--- src/hdl/glpd_pkg.sv ---
// glpd_pkg: shared types and constants of the grid local peak detector
// used by the core top level, the window scan and the result emitter; no dependencies
`default_nettype none

package glpd_pkg;

  // configuration register indexes and widths
  localparam int CFG_IDX_W   = 2;
  localparam int CFG_DATA_W  = 11;
  localparam int CFG_ROWS_W  = 11;
  localparam int CFG_COLS_W  = 6;

  typedef enum logic [CFG_IDX_W-1:0] {
    REG_FRAME_ROWS = 2'd0,
    REG_FRAME_COLS = 2'd1
  } glpd_reg_e;

  // result fields on the master side
  localparam int ROW_OUT_W   = 10;
  localparam int COL_OUT_W   = 5;
  localparam int OUT_TDATA_W = 16;
  localparam int OUT_PAD_W   = OUT_TDATA_W - ROW_OUT_W - COL_OUT_W;

  // hand-over from the window scan to the result emitter
  typedef struct packed {
    logic load;   // one evaluated sample
    logic above;  // peak in the row above at the sample's column
    logic flush;  // final sample of the frame, report last-row flags
  } glpd_batch_t;

endpackage

`default_nettype wire

--- src/hdl/glpd_ram.sv ---
// glpd_ram: generic single-port-write, single-port-read ram
// one write and one registered read per cycle; no dependencies
`default_nettype none

module glpd_ram #(
  parameter int WIDTH = 32,
  parameter int DEPTH = 32,
  parameter int ADDR_W = (DEPTH > 1) ? $clog2(DEPTH) : 1
) (
  input  logic              clk_i,
  input  logic              we_i,
  input  logic [ADDR_W-1:0] waddr_i,
  input  logic [WIDTH-1:0]  wdata_i,
  input  logic [ADDR_W-1:0] raddr_i,
  output logic [WIDTH-1:0]  rdata_o
);

  logic [WIDTH-1:0] mem_q [DEPTH];
  logic [WIDTH-1:0] rdata_q;

  always_ff @(posedge clk_i) begin
    if (we_i) begin
      mem_q[waddr_i] <= wdata_i;
    end
    rdata_q <= mem_q[raddr_i];
  end

  assign rdata_o = rdata_q;

endmodule

`default_nettype wire

--- src/hdl/glpd_scan.sv ---
// glpd_scan: frame counters, line store and cross-window evaluation
// depends on glpd_pkg and glpd_ram
`default_nettype none

module glpd_scan #(
  parameter int SAMPLE_BITS = 16,
  parameter int MAX_COLS    = 32,
  parameter int ROW_W       = 10,
  parameter int COL_W       = 5
) (
  input  logic                        clk_i,
  input  logic                        rst_ni,
  input  logic                        restart_i,
  input  logic [ROW_W-1:0]            rows_m1_i,
  input  logic [COL_W-1:0]            cols_m1_i,
  input  logic                        emit_busy_i,
  input  logic                        in_valid_i,
  output logic                        in_ready_o,
  input  logic [SAMPLE_BITS-1:0]      sample_i,
  output glpd_pkg::glpd_batch_t       batch_o,
  output logic [ROW_W-1:0]            row_o,
  output logic [COL_W-1:0]            col_o,
  output logic [MAX_COLS-1:0]         flags_o
);
  import glpd_pkg::*;

  typedef enum logic [1:0] {
    ST_IDLE = 2'b01,
    ST_EVAL = 2'b10
  } scan_state_e;

  localparam logic signed [SAMPLE_BITS-1:0] Zero = '0;

  function automatic logic peak(input logic signed [SAMPLE_BITS-1:0] c,
                                input logic signed [SAMPLE_BITS-1:0] l,
                                input logic signed [SAMPLE_BITS-1:0] r,
                                input logic signed [SAMPLE_BITS-1:0] u,
                                input logic signed [SAMPLE_BITS-1:0] d);
    return (c >= l) && (c >= r) && (c >= u) && (c >= d);
  endfunction

  scan_state_e st_q, st_d;
  logic [ROW_W-1:0] row_q, row_d, cur_row_q;
  logic [COL_W-1:0] col_q, col_d, cur_col_q, col_next, col_left;
  logic [MAX_COLS-1:0] flags_q, flags_d, flags_n;
  logic signed [SAMPLE_BITS-1:0] s_q, s1_q, s2_q, left_q;
  logic signed [SAMPLE_BITS-1:0] ahead_prev_q, ahead_older_q;
  logic signed [SAMPLE_BITS-1:0] rd_prev, rd_older, rt, lt, up;
  logic [2*SAMPLE_BITS-1:0] rdata;
  logic accept, last_row, last_col, above, final_smp;

  assign in_ready_o = (st_q == ST_IDLE) && !emit_busy_i;
  assign accept     = in_valid_i && in_ready_o;
  assign col_next   = (col_q == cols_m1_i) ? '0 : col_q + 1'b1;

  // entry holds {older row, previous row}
  glpd_ram #(
    .WIDTH (2 * SAMPLE_BITS),
    .DEPTH (MAX_COLS),
    .ADDR_W(COL_W)
  ) u_line (
    .clk_i  (clk_i),
    .we_i   (accept),
    .waddr_i(col_q),
    .wdata_i({ahead_prev_q, sample_i}),
    .raddr_i(col_next),
    .rdata_o(rdata)
  );

  assign rd_prev  = signed'(rdata[SAMPLE_BITS-1:0]);
  assign rd_older = signed'(rdata[2*SAMPLE_BITS-1:SAMPLE_BITS]);

  always_comb begin
    st_d      = st_q;
    row_d     = row_q;
    col_d     = col_q;
    flags_d   = flags_q;
    last_row  = (cur_row_q == rows_m1_i);
    last_col  = (cur_col_q == cols_m1_i);
    final_smp = last_row && last_col;
    col_left  = cur_col_q - 1'b1;
    rt        = last_col ? Zero : rd_prev;
    lt        = (cur_col_q != '0) ? left_q : Zero;
    up        = (cur_row_q > ROW_W'(1)) ? ahead_older_q : Zero;
    above     = (cur_row_q != '0) && peak(ahead_prev_q, lt, rt, up, s_q);
    flags_n   = flags_q;
    if (last_row && (cur_col_q != '0) &&
        peak(s1_q, (cur_col_q > COL_W'(1)) ? s2_q : Zero, s_q,
             (cur_row_q != '0) ? left_q : Zero, Zero)) begin
      flags_n[col_left] = 1'b1;
    end
    if (final_smp &&
        peak(s_q, (cur_col_q != '0) ? s1_q : Zero, Zero,
             (cur_row_q != '0) ? ahead_prev_q : Zero, Zero)) begin
      flags_n[cur_col_q] = 1'b1;
    end

    unique case (st_q)
      ST_IDLE: begin
        if (accept) begin
          st_d  = ST_EVAL;
          col_d = col_next;
          if (col_q == cols_m1_i) begin
            row_d = (row_q == rows_m1_i) ? '0 : row_q + 1'b1;
          end
        end
      end
      ST_EVAL: begin
        st_d    = ST_IDLE;
        flags_d = final_smp ? '0 : flags_n;
      end
      default: st_d = ST_IDLE;
    endcase

    if (restart_i) begin
      row_d   = '0;
      col_d   = '0;
      flags_d = '0;
    end
  end

  always_ff @(posedge clk_i or negedge rst_ni) begin
    if (!rst_ni) begin
      st_q    <= ST_IDLE;
      row_q   <= '0;
      col_q   <= '0;
      flags_q <= '0;
    end else begin
      st_q    <= st_d;
      row_q   <= row_d;
      col_q   <= col_d;
      flags_q <= flags_d;
    end
  end

  always_ff @(posedge clk_i) begin
    if (accept) begin
      s_q       <= signed'(sample_i);
      cur_row_q <= row_q;
      cur_col_q <= col_q;
    end
    if (st_q == ST_EVAL) begin
      s1_q   <= s_q;
      s2_q   <= s1_q;
      left_q <= ahead_prev_q;
      // single column: the entry just written is the next one
      if (cols_m1_i == '0) begin
        ahead_prev_q  <= s_q;
        ahead_older_q <= ahead_prev_q;
      end else begin
        ahead_prev_q  <= rd_prev;
        ahead_older_q <= rd_older;
      end
    end
  end

  assign batch_o.load  = (st_q == ST_EVAL);
  assign batch_o.above = above;
  assign batch_o.flush = final_smp;
  assign row_o         = cur_row_q;
  assign col_o         = cur_col_q;
  assign flags_o       = flags_n;

endmodule

`default_nettype wire

--- src/hdl/glpd_emit.sv ---
// glpd_emit: result queue and output register of the peak detector
// depends on glpd_pkg
`default_nettype none

module glpd_emit #(
  parameter int MAX_COLS = 32,
  parameter int ROW_W    = 10,
  parameter int COL_W    = 5
) (
  input  logic                                 clk_i,
  input  logic                                 rst_ni,
  input  glpd_pkg::glpd_batch_t                batch_i,
  input  logic [ROW_W-1:0]                     row_i,
  input  logic [COL_W-1:0]                     col_i,
  input  logic [MAX_COLS-1:0]                  flags_i,
  output logic                                 busy_o,
  output logic                                 m_axis_tvalid,
  input  logic                                 m_axis_tready,
  output logic [glpd_pkg::OUT_TDATA_W-1:0]     m_axis_tdata,
  output logic                                 m_axis_tlast
);
  import glpd_pkg::*;

  logic pend_q, vld_q, last_q, slot_free, pop, res_last;
  logic [ROW_W-1:0] row_q, res_row;
  logic [COL_W-1:0] col_q, res_col, enc;
  logic [MAX_COLS-1:0] flush_q, lowest, rest;
  logic [OUT_TDATA_W-1:0] data_q;
  logic [31:0] row32, col32;

  always_comb begin
    enc = '0;
    busy_o    = pend_q || (flush_q != '0);
    slot_free = !vld_q || m_axis_tready;
    pop       = busy_o && slot_free;
    lowest    = flush_q & (~flush_q + 1'b1);
    rest      = flush_q & ~lowest;
    for (int i = 0; i < MAX_COLS; i++) begin
      if (lowest[i]) begin
        enc = enc | COL_W'(i);
      end
    end
    if (pend_q) begin
      res_row  = row_q - 1'b1;
      res_col  = col_q;
      res_last = (flush_q == '0);
    end else begin
      res_row  = row_q;
      res_col  = enc;
      res_last = (rest == '0);
    end
    row32 = 32'(res_row);
    col32 = 32'(res_col);
  end

  always_ff @(posedge clk_i or negedge rst_ni) begin
    if (!rst_ni) begin
      vld_q   <= 1'b0;
      pend_q  <= 1'b0;
      flush_q <= '0;
    end else begin
      if (slot_free) begin
        vld_q <= busy_o;
      end
      if (batch_i.load) begin
        pend_q  <= batch_i.above;
        flush_q <= batch_i.flush ? flags_i : '0;
      end else if (pop) begin
        if (pend_q) begin
          pend_q <= 1'b0;
        end else begin
          flush_q <= rest;
        end
      end
    end
  end

  always_ff @(posedge clk_i) begin
    if (batch_i.load) begin
      row_q <= row_i;
      col_q <= col_i;
    end
    if (pop) begin
      data_q <= {{OUT_PAD_W{1'b0}}, col32[COL_OUT_W-1:0], row32[ROW_OUT_W-1:0]};
      last_q <= res_last;
    end
  end

  assign m_axis_tvalid = vld_q;
  assign m_axis_tdata  = data_q;
  assign m_axis_tlast  = last_q;

endmodule

`default_nettype wire

--- src/hdl/grid_local_peak_detector_core.sv ---
// four-neighbour local maximum detector over raster-order frames:
// each sample is accepted, then evaluated against the line store read, and
// the next sample waits until the results that it reports have been moved
// into the output register; the final sample of a frame reports up to
// MAX_COLS + 1 results, one per cycle while the output is not stalled. reset
// sets a 1x1 frame and clears counters and flags; the line store needs no clearing pass.
`default_nettype none

module grid_local_peak_detector_core #(
  parameter int MAX_COLS    = 32,
  parameter int MAX_ROWS    = 1024,
  parameter int SAMPLE_BITS = 16,
  parameter int IN_TDATA_W  = ((SAMPLE_BITS + 7) / 8) * 8
) (
  input  logic                                 clk_i,
  input  logic                                 rst_ni,
  input  logic                                 s_axis_tvalid,
  output logic                                 s_axis_tready,
  input  logic [IN_TDATA_W-1:0]                s_axis_tdata,   // sample
  output logic                                 m_axis_tvalid,
  input  logic                                 m_axis_tready,
  output logic [glpd_pkg::OUT_TDATA_W-1:0]     m_axis_tdata,   // peak_col, peak_row
  output logic                                 m_axis_tlast,
  input  logic                                 cfg_we_i,
  input  logic [glpd_pkg::CFG_IDX_W-1:0]       cfg_idx_i,
  input  logic [glpd_pkg::CFG_DATA_W-1:0]      cfg_data_i
);
  import glpd_pkg::*;

  localparam int ROW_W = (MAX_ROWS > 1) ? $clog2(MAX_ROWS) : 1;
  localparam int COL_W = (MAX_COLS > 1) ? $clog2(MAX_COLS) : 1;

  logic [ROW_W-1:0] rows_m1_q, rows_m1_d, batch_row;
  logic [COL_W-1:0] cols_m1_q, cols_m1_d, batch_col;
  logic [CFG_ROWS_W-1:0] rows_v;
  logic [CFG_COLS_W-1:0] cols_v;
  logic [MAX_COLS-1:0] batch_flags;
  logic restart, emit_busy;
  glpd_batch_t batch;

  // register writes, out-of-range values clamped to the frame limits
  always_comb begin
    rows_m1_d = rows_m1_q;
    cols_m1_d = cols_m1_q;
    restart   = 1'b0;
    rows_v    = cfg_data_i[CFG_ROWS_W-1:0];
    cols_v    = cfg_data_i[CFG_COLS_W-1:0];
    if (cfg_we_i) begin
      unique case (cfg_idx_i)
        REG_FRAME_ROWS: begin
          restart = 1'b1;
          if (rows_v == '0) begin
            rows_m1_d = '0;
          end else if (32'(rows_v) > MAX_ROWS) begin
            rows_m1_d = ROW_W'(MAX_ROWS - 1);
          end else begin
            rows_m1_d = ROW_W'(rows_v - 1'b1);
          end
        end
        REG_FRAME_COLS: begin
          restart = 1'b1;
          if (cols_v == '0) begin
            cols_m1_d = '0;
          end else if (32'(cols_v) > MAX_COLS) begin
            cols_m1_d = COL_W'(MAX_COLS - 1);
          end else begin
            cols_m1_d = COL_W'(cols_v - 1'b1);
          end
        end
        default: restart = 1'b0;
      endcase
    end
  end

  always_ff @(posedge clk_i or negedge rst_ni) begin
    if (!rst_ni) begin
      rows_m1_q <= '0;
      cols_m1_q <= '0;
    end else begin
      rows_m1_q <= rows_m1_d;
      cols_m1_q <= cols_m1_d;
    end
  end

  glpd_scan #(
    .SAMPLE_BITS(SAMPLE_BITS),
    .MAX_COLS   (MAX_COLS),
    .ROW_W      (ROW_W),
    .COL_W      (COL_W)
  ) u_scan (
    .clk_i      (clk_i),
    .rst_ni     (rst_ni),
    .restart_i  (restart),
    .rows_m1_i  (rows_m1_q),
    .cols_m1_i  (cols_m1_q),
    .emit_busy_i(emit_busy),
    .in_valid_i (s_axis_tvalid),
    .in_ready_o (s_axis_tready),
    .sample_i   (s_axis_tdata[SAMPLE_BITS-1:0]),
    .batch_o    (batch),
    .row_o      (batch_row),
    .col_o      (batch_col),
    .flags_o    (batch_flags)
  );

  glpd_emit #(
    .MAX_COLS(MAX_COLS),
    .ROW_W   (ROW_W),
    .COL_W   (COL_W)
  ) u_emit (
    .clk_i        (clk_i),
    .rst_ni       (rst_ni),
    .batch_i      (batch),
    .row_i        (batch_row),
    .col_i        (batch_col),
    .flags_i      (batch_flags),
    .busy_o       (emit_busy),
    .m_axis_tvalid(m_axis_tvalid),
    .m_axis_tready(m_axis_tready),
    .m_axis_tdata (m_axis_tdata),
    .m_axis_tlast (m_axis_tlast)
  );

endmodule

`default_nettype wire
--- config.mk ---
export PLATFORM = sky130hd
export DESIGN_NAME = grid_local_peak_detector_core
export DESIGN_NICKNAME = d
export VERILOG_FILES = /design/src/hdl/glpd_pkg.sv /design/src/hdl/glpd_ram.sv /design/src/hdl/glpd_scan.sv /design/src/hdl/glpd_emit.sv /design/src/hdl/grid_local_peak_detector_core.sv
export SDC_FILE = /design/constraint.sdc
export NUM_CORES = 2
export LEC_CHECK = 0
export ABC_AREA = 1
export BUFFER_PORTS_ARGS = -buffer_cell sky130_fd_sc_hd__buf_2
export CAP_MARGIN = 40
export CORE_MARGIN = 1.5
export CORE_UTILIZATION = 57
export CTS_CLUSTER_SIZE = 28
export DETAILED_ROUTE_END_ITERATION = 16
export HOLD_SLACK_MARGIN = 0.05
export PLACE_DENSITY_LB_ADDON = 0.25
export SLEW_MARGIN = 15
export SYNTH_ARGS = -nofsm -noshare
export SYNTH_HDL_FRONTEND = slang
export SYNTH_SLANG_ARGS = --single-unit
--- constraint.sdc ---
create_clock -name clk_i -period 5.4 [get_ports clk_i]
set_input_delay 0.54 -clock clk_i [delete_from_list [all_inputs] [get_ports clk_i]]
set_output_delay 0.54 -clock clk_i [all_outputs]
set_load 0.005 [all_outputs]
**Word level (Yosys, flattened, before mapping)**

Memories as Yosys holds them, arrays and structs flattened. A register that Yosys moved wholly into a read port is not among the register bits.
Cells that the tools add are included.

- Register bits: 240
- Bits in latches: 0
- RAM bits: 1,024
- Bits in read-only memories: 0
- Input bits: 34
- Output and inout bits: 19
- Word-level logic and storage cells: 216
- Memories kept: 1

Memories:

| name | depth | width | read ports | clocked after memory_dff | wr ports | RTL line | text |
|---|---|---|---|---|---|---|---|
| u_scan.u_line.mem_q | 32 | 32 | 1 | 1 | 1 | glpd_ram.sv:18 | `logic [WIDTH-1:0] mem_q [DEPTH];` |

- $add $sub $neg: 7
- Multipliers: 0
- Div/mod/pow operators: 0
- $lt $le $gt $ge: 19
- Eq/ne operators: 11
- Shift-type cells: 0
- Mux-type cells: 106
- Bitwise operators: 6
- Reductions and logical operators: 45

Operator list:

| kind | number |
|---|---|
| $mux W32 | 12 |
| $mux W10 | 18 |
| $mux W16 | 11 |
| $mux W5 | 31 |
| $ge A16 B16 Y1 | 9 |
| $and A32 B32 Y32 | 2 |
| $logic_not A32 Y1 | 2 |
| $not A32 Y32 | 2 |
| $or A32 B32 Y32 | 2 |
| $add A32 B1 Y32 const B | 1 |
| $ge A16 B1 Y1 const B | 2 |
| $mux W4 | 8 |
| $reduce_bool A32 Y1 | 1 |
| $eq A10 B10 Y1 | 2 |
| $sub A10 B1 Y10 const B | 2 |
| $logic_and A1 B1 Y1 | 19 |
| $mux W1 | 15 |
| $lt A5 B6 Y1 const B | 2 |
| $mux W3 | 4 |
| $reduce_bool A2 Y1 | 6 |
| $gt A11 B11 Y1 const B | 1 |
| $logic_not A11 Y1 | 1 |
| $add A10 B1 Y10 const B | 1 |
| $demux W1 S5 | 2 |
| other kinds (22) | 38 |

**Depth between registers and ports, before layout**

- Word-level depth: 35
- Gate-level depth with buffers: 25
- Depth with buffers taken out: 23

**By module**

From an unflattened synthesis, not the netlist that was laid out.

- Cells, all modules: 5,559
- Area total of the unflattened synthesis: 58,493.6 sq um

Modules (own cells, without submodules):

| module | times used | cells each | area each (sq um) |
|---|---|---|---|
| glpd_ram | 1 | 3,536 | 42,405.7 |
| glpd_scan | 1 | 1,337 | 11,126.9 |
| glpd_emit | 1 | 553 | 4,021.4 |
| grid_local_peak_detector_core | 1 | 133 | 939.7 |

**Worst setup path after synthesis**

Ideal clock, no wire load.

- Path kind: register to register
- From: register u_scan.st_q[1]
- To: register u_emit.flush_q[2]
- Library setup time: 0.077 ns
- Arrival: 5.893 ns
- Data required time: 5.323 ns
- Path slack: -0.570 ns
- Cell stages (with the launch flop): 9
- Clock period less this slack: 5.970 ns
- Path through: dfrtp_1 > inv_1 > nor2_1 > inv_1 > clkbuf_1 > nor2_1 > clkbuf_1 > nand2_1 > a21oi_1

- Cells in the longest elaborated chain, start to end: 3
- Elaborated cells on any way between the ends: 5
- Those cells by class: eq/ne: 2; mux: 1; reduce/logical: 2

Ends and longest elaborated chain:

| what | RTL line | text |
|---|---|---|
| start: declaration | glpd_scan.sv:42 | `scan_state_e st_q, st_d;` |
| start signal: assignment | glpd_scan.sv:129 | `st_q <= st_d;` |
| $eq A2 B2 Y1 * | glpd_scan.sv:157 | `assign batch_o.load = (st_q == ST_EVAL);` |
| $ne A2 B2 Y1 (no source line) / $reduce_bool A2 Y1 (equally long branches) | n/a |  |
| $reduce_and A2 Y1 (no source line) | n/a |  |
| end signal: assignment | glpd_emit.sv:67 | `flush_q <= batch_i.flush ? flags_i : '0;` |
| end signal: assignment | glpd_emit.sv:72 | `flush_q <= rest;` |
| end: declaration | glpd_emit.sv:27 | `logic [MAX_COLS-1:0] flush_q, lowest, rest;` |

Every way passes the cells marked *; elsewhere a longest branch is shown, timed or not.
A chain may end at the register's enable or synchronous reset.

**Worst setup path after layout**

- From: register u_scan.cur_row_q[3] (netlist: u_scan.row_o[3])
- To: register u_emit.flush_q[24]

- Cells in the longest elaborated chain, start to end: 11
- Elaborated cells on any way between the ends: 19
- Those cells by class: order compare: 2; eq/ne: 1; mux: 6; bitwise: 1; reduce/logical: 9

Ends and longest elaborated chain:

| what | RTL line | text |
|---|---|---|
| start: declaration | glpd_scan.sv:43 | `logic [ROW_W-1:0] row_q, row_d, cur_row_q;` |
| start signal: assignment | glpd_scan.sv:139 | `cur_row_q <= row_q;` |
| $reduce_bool A10 Y1 | glpd_scan.sv:89, glpd_scan.sv:94 |  |
| $mux W16 | glpd_scan.sv:89 | `(cur_row_q != '0) ? left_q : Zero, Zero)) begin` |
| $ge A16 B16 Y1 | glpd_scan.sv:39 | `return (c >= l) && (c >= r) && (c >= u) && (c >= d);` |
| $logic_and A1 B1 Y1 (2 in series) | glpd_scan.sv:39 |  |
| $logic_and A1 B1 Y1 | glpd_scan.sv:87 | `if (last_row && (cur_col_q != '0) &&` |
| $mux W32 | glpd_scan.sv:87 |  |
| $or A32 B32 Y32 (no source line) | n/a |  |
| $mux W32 | glpd_scan.sv:92 | `if (final_smp &&` |
| $mux W32 * | glpd_emit.sv:67 |  |
| $mux W32 * | glpd_emit.sv:65 | `if (batch_i.load) begin` |

Marked as above.

==> metrics.cfg <==
[status]
status=finished, final reports clean

[worst_setup_path]
slowest_delay_ns=0.46
r2r-start=u_scan.row_o[3]$_DFFE_PP_
ff2ff_path_depth=21
path_max_fanout=30
r2r_slack_ns=0.86
critPathSlowestCell=inv_1
cp.required_ns=6.08
worstPathArrival_ns=5.21
crit_top_cell=nand3_1
r2r-end=u_emit.flush_q[24]$_DFFE_PN0P_
crit_family=simple AND/OR/NAND/NOR gates
endpoint_kind=flip-flop
worst-setup-path-type=flip-flop to flip-flop
cp_cell_sequence=nor4_1 -> nand3_1 -> nor2_1 -> inv_1 -> nor2_1 -> inv_1 -> nand2_1 -> ha_1 -> nand2_1 -> inv_1 -> and3_1 -> a21oi_1 -> nand3_1 -> nand3_1 -> nand3_1 -> buf_4 -> inv_1 -> nand2_1 -> nand3_1 -> nand2_1 -> a21oi_1
critPathBufInv=5
critPathLaunchType=flip-flop

[layout]
seqCellArea_um2=38100
finalNetCount=5132
layout-drive-gt1-share_pct=17.1
fin_area_um2=64800
area_delta_synth_final_pct=11.9
fillers=7428
final_core_util_pct=64.5
diodes=0
multi_input_area_um2=17600

[timing]
drv_slew=0
rsz0062_at_grt=false
layout_min_cycle_time_ns=4.54
fmax_ghz=0.220
fin_crit_sh_pct=84.0
slew_headroom_pct=40.2
setup_viol=0
finalClockSkew_ns=0.0480
tightest_slew_ns=0.895
setup-tns-final_ns=0
finalHoldViolCount=0

[drt]
viasPerCell=6.07
drc=0
drt_iter0_drc=4570
drtPass1Iterations=6
antenna_left=0
drt-total-wl_um=152000
wl_per_cell_um=23.7
routed-via-count=38958

[cts]
numClockSinks=1296
cts_tree=yes
ctsHtreeMaxLevel=4
root_buffer=clkbuf_16
post_cts_buffers=0
cts_buffers=135
cts_buffer_depth=3
clk_latency_ns=0.77
clk_pin_slew_ns=0.06

[synthesis]
ys_warn_count=0
synth-compound-area-share_pct=9.91
yosys.area_share.simple_pct=15.9
avgSynthCellArea_um2=11.8
synth_area_um2=57900
synth.mux.area_fraction_pct=0.292
synth_most_common_cell=edfxtp_1
ys_top_cells_by_count=edfxtp_1, nand2_1, nand3_1
synth.distinct_cells=54
synth_adder_area_share_pct=3.26
synth_edf_count=1166
synth-async-reset-ratio_pct=7.56
syn_nets=5096
synth_xor_area_share_pct=0.484
synth_top_area_share_pct=60.5
synth_top_cell_by_area=edfxtp_1
synth_seq_cells=1296
synth_top_family_by_area=simple AND/OR/NAND/NOR gates
post_synth_main_area_contributors=edfxtp_1, o211ai_1, nand2_1
synth.yosys.seq_area_share_pct=65.8
synthCells=4911
synth_ff_type=edfxtp_1

[global_route]
grt_overflow=0
grt_pass1_vias=37404
antenna_found_initial=3
grt_max_degree=216
grt_usage_pct=29.5
grt_pass1_wl_um=229000

[power]
p_per_area_nw_per_um2=331
power_leakage_nw=23.9
max-vdd-ir-drop_v=0.000283

[min_path]
min_from=m_axis_tready
holdPathStages=4
min_to=u_emit.m_axis_tvalid$_DFFE_PN0N_
hp-class=input port to flip-flop

[die]
initial_utilization_pct=57.6
die_w_um=322
fp.dieH_um=322
dieArea_um2=103000
ios=53
core_area_um2=100000
rows=116

[placed_design]
io_buffers=51
placed_area_um2=60100
gp_congestion=0.916
dp_hpwl_um=86900

[flow_run]
max_cap_viol_count=0

==> worst min-delay path: stages <==
cell,delay (ns)
buf_2,0.08
nor2_1,0.09
inv_1,0.06
nand3_1,0.07
==> worst max-delay path by stage <==
stage	start	endpoint	slack, ns	cells past startpoint
detailed placement	u_scan.row_o[3]$_DFFE_PP_	u_emit.flush_q[2]$_DFFE_PN0P_	0.90	21
floorplan	u_scan.st_q[0]$_DFFE_PN1P_	u_emit.flush_q[2]$_DFFE_PN0P_	1.21	7
finish	u_scan.row_o[3]$_DFFE_PP_	u_emit.flush_q[24]$_DFFE_PN0P_	0.86	21
global placement	u_scan.row_o[3]$_DFFE_PP_	u_scan.flags_q[26]$_DFFE_PN0P_	0.98	22
global route	u_scan.row_o[3]$_DFFE_PP_	u_emit.flush_q[8]$_DFFE_PN0P_	0.31	23
CTS	u_scan.row_o[3]$_DFFE_PP_	u_emit.flush_q[24]$_DFFE_PN0P_	0.89	21
==> layout by cell type (no fill, tap or decap), drive strengths merged, types with 3 or more instances in the layout <==
cell type / instances
edfxtp: 1166
nand2: 723
nand3: 460
o211ai: 455
or2: 392
inv: 339
nor2: 297
o21ai: 276
clkbuf: 180
buf: 156
ha: 151
a21oi: 103
dfrtp: 97
clkinv: 44
nand4: 34
dfxtp: 32
nor3: 29
xor2: 22
mux2: 15
bufinv: 14
o22ai: 12
o21a: 11
xnor2: 10
nor4: 9
nor3b: 5
clkinvlp: 4
a21boi: 3
nand3b: 3
==> repair_timing <==
item | in CTS | in global routing
gates resized for setup | 0 | 0
hold buffers | 2 | 0
endpoints found under the hold margin | 33 | 0
==> cell type report <==
| class | count | share of cell area, % |
|---|---|---|
| sequential | 1296 | 58.8 |
| multi-input combinational | 3023 | 27.1 |
| tap | 1357 | 2.62 |
| clock inverter | 68 | 1.29 |
| timing repair buffer | 158 | 2.40 |
| clock buffer | 180 | 5.77 |
| inverter | 333 | 1.96 |
==> kinds of logic after synthesis <==
| group | count (synthesis) |
|---|---|
| AND/OR/NAND/NOR | 1954 |
| multiplexers | 15 |
| adder cells (fa/ha/maj) | 151 |
| AO/OA/AOI/OAI | 870 |
| flip-flops | 1296 |
| other | 1 |
| buffers and inverters | 592 |
| XOR/XNOR | 32 |
==> stage by stage <==
stage,hold slack [ns],setup WS (ns),power [mW],instances
after detailed placement,0.463,0.901,12.1,6163
after floorplan,0.244,1.21,11.8,4911
after CTS,0.108,0.890,21.5,6413
after global routing,0.146,0.306,22.0,6415
final,0.129,0.863,21.5,6415
after global placement,0.456,0.982,12.1,6152
==> per-layer routing <==
| layer | GRT usage, % | wire length (µm) | part of all wire, % |
|---|---|---|---|
| met2 | 47.3 | 71500 | 47 |
| met5 | 0 | 11 | 0.0072 |
| met3 | 4.72 | 13300 | 8.7 |
| met4 | 10.6 | 5050 | 3.3 |
| met1 | 41.2 | 62200 | 41 |
==> power breakdown <==
part           switching [mW]  internal [mW]  leakage [nW]
Combinational           0.615          0.332          9.71
Clock                    3.95           5.59          2.23
Sequential             0.0689           10.9          11.9
Total                    4.63           16.8          23.9
==> sequential cells by signal, summed over array words and instances (netlist names), 15 cells and up <==
name and cells:
u_emit.flush_q 32, u_scan.s1_q 16, u_scan.ahead_prev_q 16, u_scan.left_q 16
u_scan.ahead_older_q 16, u_scan.s_q 16, u_scan.u_line.rdata_o 32, u_scan.u_line.mem_q 1024
u_emit.m_axis_tdata 15, u_scan.flags_q 32, u_scan.s2_q 16
No activity file was read; power rests on OpenSTA's default activity.
